--- config.mk ---
export PLATFORM = sky130hd
export DESIGN_NAME = lbs_mac
export DESIGN_NICKNAME = d
export VERILOG_FILES = /design/src/rtl/lbs_pkg.sv /design/src/rtl/lbs_mac.sv
export SDC_FILE = /design/constraint.sdc
export NUM_CORES = 2
export LEC_CHECK = 0
export BUFFER_PORTS_ARGS = -buffer_cell sky130_fd_sc_hd__buf_2
export CAP_MARGIN = 30
export CORE_AREA = 5 5 309 311
export CTS_CLUSTER_SIZE = 20
export DETAILED_ROUTE_END_ITERATION = 16
export DIE_AREA = 0 0 314 316
export GPL_TIMING_DRIVEN = 0
export PLACE_DENSITY = 0.56
export SLEW_MARGIN = 10
export SYNTH_ARGS = -nofsm -noshare
export SYNTH_HDL_FRONTEND = slang
export SYNTH_SLANG_ARGS = --single-unit
--- constraint.sdc ---
create_clock -name clk -period 4.09 [get_ports clk]
set_input_delay 0.818 -clock clk [delete_from_list [all_inputs] [get_ports clk]]
set_output_delay 0.818 -clock clk [all_outputs]
set_load 0.05 [all_outputs]
--- src/rtl/lbs_pkg.sv ---
// Shared types and constants of the linear blend skinning core.
package lbs_pkg;

    // Request kinds carried on the input tuser.
    typedef enum logic [1:0] {
        OP_WORLD  = 2'd0,
        OP_INV    = 2'd1,
        OP_WEIGHT = 2'd2
    } op_t;

    // Where a result of the shared multiply-accumulate unit goes.
    typedef enum logic [1:0] {
        DEST_T = 2'd0,
        DEST_R = 2'd1,
        DEST_A = 2'd2
    } dest_t;

    typedef struct packed {
        dest_t      dest;
        logic [1:0] row;
    } mac_tag_t;

    typedef struct packed {
        logic     first;
        logic     last;
        logic     wgt_shift;
        mac_tag_t tag;
    } mac_ctl_t;

    localparam int VAL_W       = 32;
    localparam int WEIGHT_W    = 17;
    localparam int WEIGHT_BITS = 16;
    localparam int WPROD_W     = 34;
    localparam int ACC_W       = 48;
    localparam int WSUM_W      = 23;
    localparam int S_DATA_W    = 160;
    localparam int M_DATA_W    = 120;

    localparam logic [WSUM_W-1:0] SUM_LOW_OK  = 23'd64881;
    localparam logic [WSUM_W-1:0] SUM_HIGH_OK = 23'd66191;
    localparam logic [WSUM_W-1:0] WSUM_MAX    = 23'h7FFFFF;

endpackage

--- src/rtl/lbs_mac.sv ---
// Shared multiply, floor-shift and accumulate unit of the skinning core.
module lbs_mac #(
    parameter int FRAC_BITS = 16
) (
    input  logic                          clk,
    input  logic                          rst_n,
    input  logic                          in_valid,
    input  logic signed [31:0]            a,
    input  logic signed [31:0]            b,
    input  lbs_pkg::mac_ctl_t             ctl,
    output logic                          res_valid,
    output lbs_pkg::mac_tag_t             res_tag,
    output logic signed [65-FRAC_BITS:0]  res
);
    import lbs_pkg::*;

    localparam int ROW_W = 66 - FRAC_BITS;

    logic                    v1_reg;
    mac_ctl_t                ctl1_reg;
    logic signed [63:0]      prod_reg;
    logic signed [63:0]      shifted;
    logic signed [ROW_W-1:0] term;
    logic signed [ROW_W-1:0] acc_reg;
    logic signed [ROW_W-1:0] acc_next;
    logic                    res_valid_reg;
    mac_tag_t                tag_reg;

    // Arithmetic shift of the exact product rounds toward minus infinity.
    assign shifted  = ctl1_reg.wgt_shift ? (prod_reg >>> WEIGHT_BITS)
                                         : (prod_reg >>> FRAC_BITS);
    assign term     = shifted[ROW_W-1:0];
    assign acc_next = (ctl1_reg.first ? '0 : acc_reg) + term;

    always_ff @(posedge clk or negedge rst_n)
    begin
        if (!rst_n)
        begin
            v1_reg        <= 1'b0;
            res_valid_reg <= 1'b0;
        end
        else
        begin
            v1_reg        <= in_valid;
            res_valid_reg <= v1_reg && ctl1_reg.last;
        end
    end

    always_ff @(posedge clk)
    begin
        ctl1_reg <= ctl;
        prod_reg <= a * b;
        if (v1_reg)
        begin
            acc_reg <= acc_next;
            tag_reg <= ctl1_reg.tag;
        end
    end

    assign res_valid = res_valid_reg;
    assign res_tag   = tag_reg;
    assign res       = acc_reg;

endmodule

==> flow_summary_export.csv <==
group,metric,value,unit
status,outcome,"complete, but fails checks",
status,violations,"setup timing",
clocking,cts_tree,"built",
synthesis,synth_cells,4278,
synthesis,postSynthAreaPerCell,9.60,sq um
worst_setup_path,cp.required,4400,ps
layout,design_area,51000,sq um
placement,post-dp-hpwl,124000,microns
synthesis,synthArstFlopShare,1.82,%
clocking,cts_made_buffers,9,
job,maxCapViolations,0,
timing,rsz0062_at_grt,"yes",
global_routing,grt_pass1_wl,227000,microns
layout,largest_reg_flops,50,
global_routing,antenna_found_initial,18,
synthesis,ys_warn_count,0,
worst_setup_path,max_stage_delay,630,ps
synthesis,seq_area_frac_synth,6.71,%
timing,slew_viol_final,0,
die,io_pins,129,
detailed_routing,vias,31739,
worst_setup_path,path_delay_family,"adder cells",
global_routing,gr-total-overflow,0,
detailed_routing,vias_per_cell,5.40,
worst_setup_path,worst-endpoint-arrival,7700,ps
die,coreArea,92500,sq um
die,start_util,44.4,%
die,die_w,314,microns
layout,area_growth,24.1,%
clocking,h-tree-depth,3,
timing,layout_setup_ws,-3300,ps
timing,skew,9.83,ps
timing,period_needed,7390,ps
worst_setup_path,endpoint_kind,"flip-flop",
detailed_routing,drt-total-wl,154000,microns
timing,hold_violations,0,
detailed_routing,drt_pass1_iterations,5,
die,die_area,99200,sq um
min_path,worstHoldPathType,"primary input to async pin",
die,die_h,316,microns
synthesis,synth_fp_nets,5663,
timing,maxSlewHeadroom,55.2,%
detailed_routing,ant_nets,0,
timing,fmax,135,MHz
synthesis,synth.distinct_cells,64,
worst_setup_path,worst-setup-path-type,"primary input to flip-flop",
clocking,cts_root_buf,"clkbuf_16",
clocking,numClockSinks,110,
worst_setup_path,start_kind,"primary input",
global_routing,grt_pass1_vias,34665,
synthesis,ys.flop_type,"edfxtp_1",
timing,tightest_slew,671,ps
detailed_routing,drc,0,
worst_setup_path,path_max_fanout,6,
detailed_routing,drt_iter0_drc,2425,
timing,final_min_period_over_clock_period,181,%
synthesis,synth_edf_count,54,
clocking,clk_pin_slew,70,ps
placement,io_buffers,127,
synthesis,syn-cell-area,41100,sq um
placement,dp_slack,-4730,ps
placement,gp_congestion,1.03,
layout,nFillCells,8356,
global_routing,grt_max_degree,36,
worst_setup_path,cp_slowest_cell,"fa_2",
die,num_rows,112,
placement,placed_area,44500,sq um
clocking,clock_latency,370,ps
clocking,clockBufferDepth,2,
timing,setup_viol,48,
worst_setup_path,critPathBufInv,6,
detailed_routing,routedWlPerCell,26.2,microns
layout,final_layout_size_suffix_gt1_share,21.4,%
synthesis,synth-seq-cells,110,
timing,tns,-137500,ps
layout,final_common_cell,"fa_1",
global_routing,grt_usage,31.6,%
layout,layout.nets,6050,
layout,final_cell_mix,"fa_1, inv_1, nand2_1",
worst_setup_path,crit_top_cell,"fa_1",
[synth_stat cells, types with 4 or more instances]
cell type,instances,share of area [%]
clkbuf_1,212,1.9
fa_1,1082,53
a21oi_1,99,1.2
nand2b_1,16,0.24
nand2_1,523,4.8
a211o_1,5,0.11
a31o_2,4,0.085
ha_1,229,7.0
dfxtp_1,54,2.6
nand3_1,22,0.27
a211oi_1,9,0.16
o21ai_0,49,0.60
o211ai_1,13,0.24
a31oi_1,12,0.18
nor2_1,63,0.58
and3_1,15,0.23
edfxtp_1,54,3.9
a21o_1,41,0.75
nand4_1,16,0.24
inv_1,965,8.8
nor4_1,4,0.061
nor2b_1,60,0.91
a311oi_1,4,0.085
nor3_1,17,0.21
and4_1,4,0.085
o21a_1,12,0.22
o21bai_1,14,0.26
xor2_1,28,0.60
and2_1,520,7.9
xnor2_1,75,1.6
[what timing repair did]
item                                    CTS  global route
endpoints found under the setup margin   53            56
cloned                                   14             0
hold buffers                              0             0
pin swaps                               215           168
resized for setup                       724           222
setup buffers                           165            74
[path summary, 6_finish.rpt]
| path | from | slack (ps) | to | cells past startpoint |
|---|---|---|---|---|
| max | a[31] | -3300 | prod_reg[58]$_DFF_P_ | 25 |
| min | rst_n | 230 | res_valid$_DFF_PN0_ | 1 |
| max reg2reg | ctl1_reg[6]$_DFF_P_ | 180 | res[41]$_DFFE_PP_ | 12 |
| min reg2reg | ctl1_reg[0]$_DFF_P_ | 400 | res_tag[0]$_DFFE_PP_ | 0 |
| max in group asynchronous | rst_n | 3760 | v1_reg$_DFF_PN0_ | 1 |
| min in group clk | ctl1_reg[0]$_DFF_P_ | 400 | res_tag[0]$_DFFE_PP_ | 0 |
[area by class of cell]
class	instances	area, sq um	area share [%]
timing repair buffer	377	3470	6.82
sequential	110	2750	5.40
clock buffer	10	229	0.449
buffer	211	3530	6.92
multi-input combinational	2991	35700	70.1
antenna	8	20.0	0.0393
clock inverter	6	81.3	0.160
inverter	965	3660	7.17
tap	1197	1500	2.94
[per-layer routing]
metal / vias up / GRT usage [%] / share of wire, %
met5: - / 0 / 0.013
met4: 2 / 18.0 / 7.8
met3: 379 / 6.10 / 8.4
met2: 1393 / 50.7 / 46
met1: 16610 / 40.6 / 38
li1: 13355 / - / -
[metrics by stage]
step	hold slack (ps)	util (%)	instances
global placement	386	48.0	5602
detailed placement	391	48.1	5612
finish	228	55.1	5875
floorplan	386	-	4278
CTS	210	53.8	5802
global route	215	55.1	5870
[cell families after synthesis]
kind of cell             share of synthesized area, %
adder cells (fa/ha/maj)                          59.7
AND/OR/NAND/NOR                                  15.8
AO/OA/AOI/OAI                                    4.79
multiplexers                                   0.0244
flip-flops                                       6.71
buffers and inverters                            10.8
XOR/XNOR                                         2.20
Power is left out: the tool's default activity adds up to more than one toggle a clock period on the data nets, which glitch-free logic cannot reach.
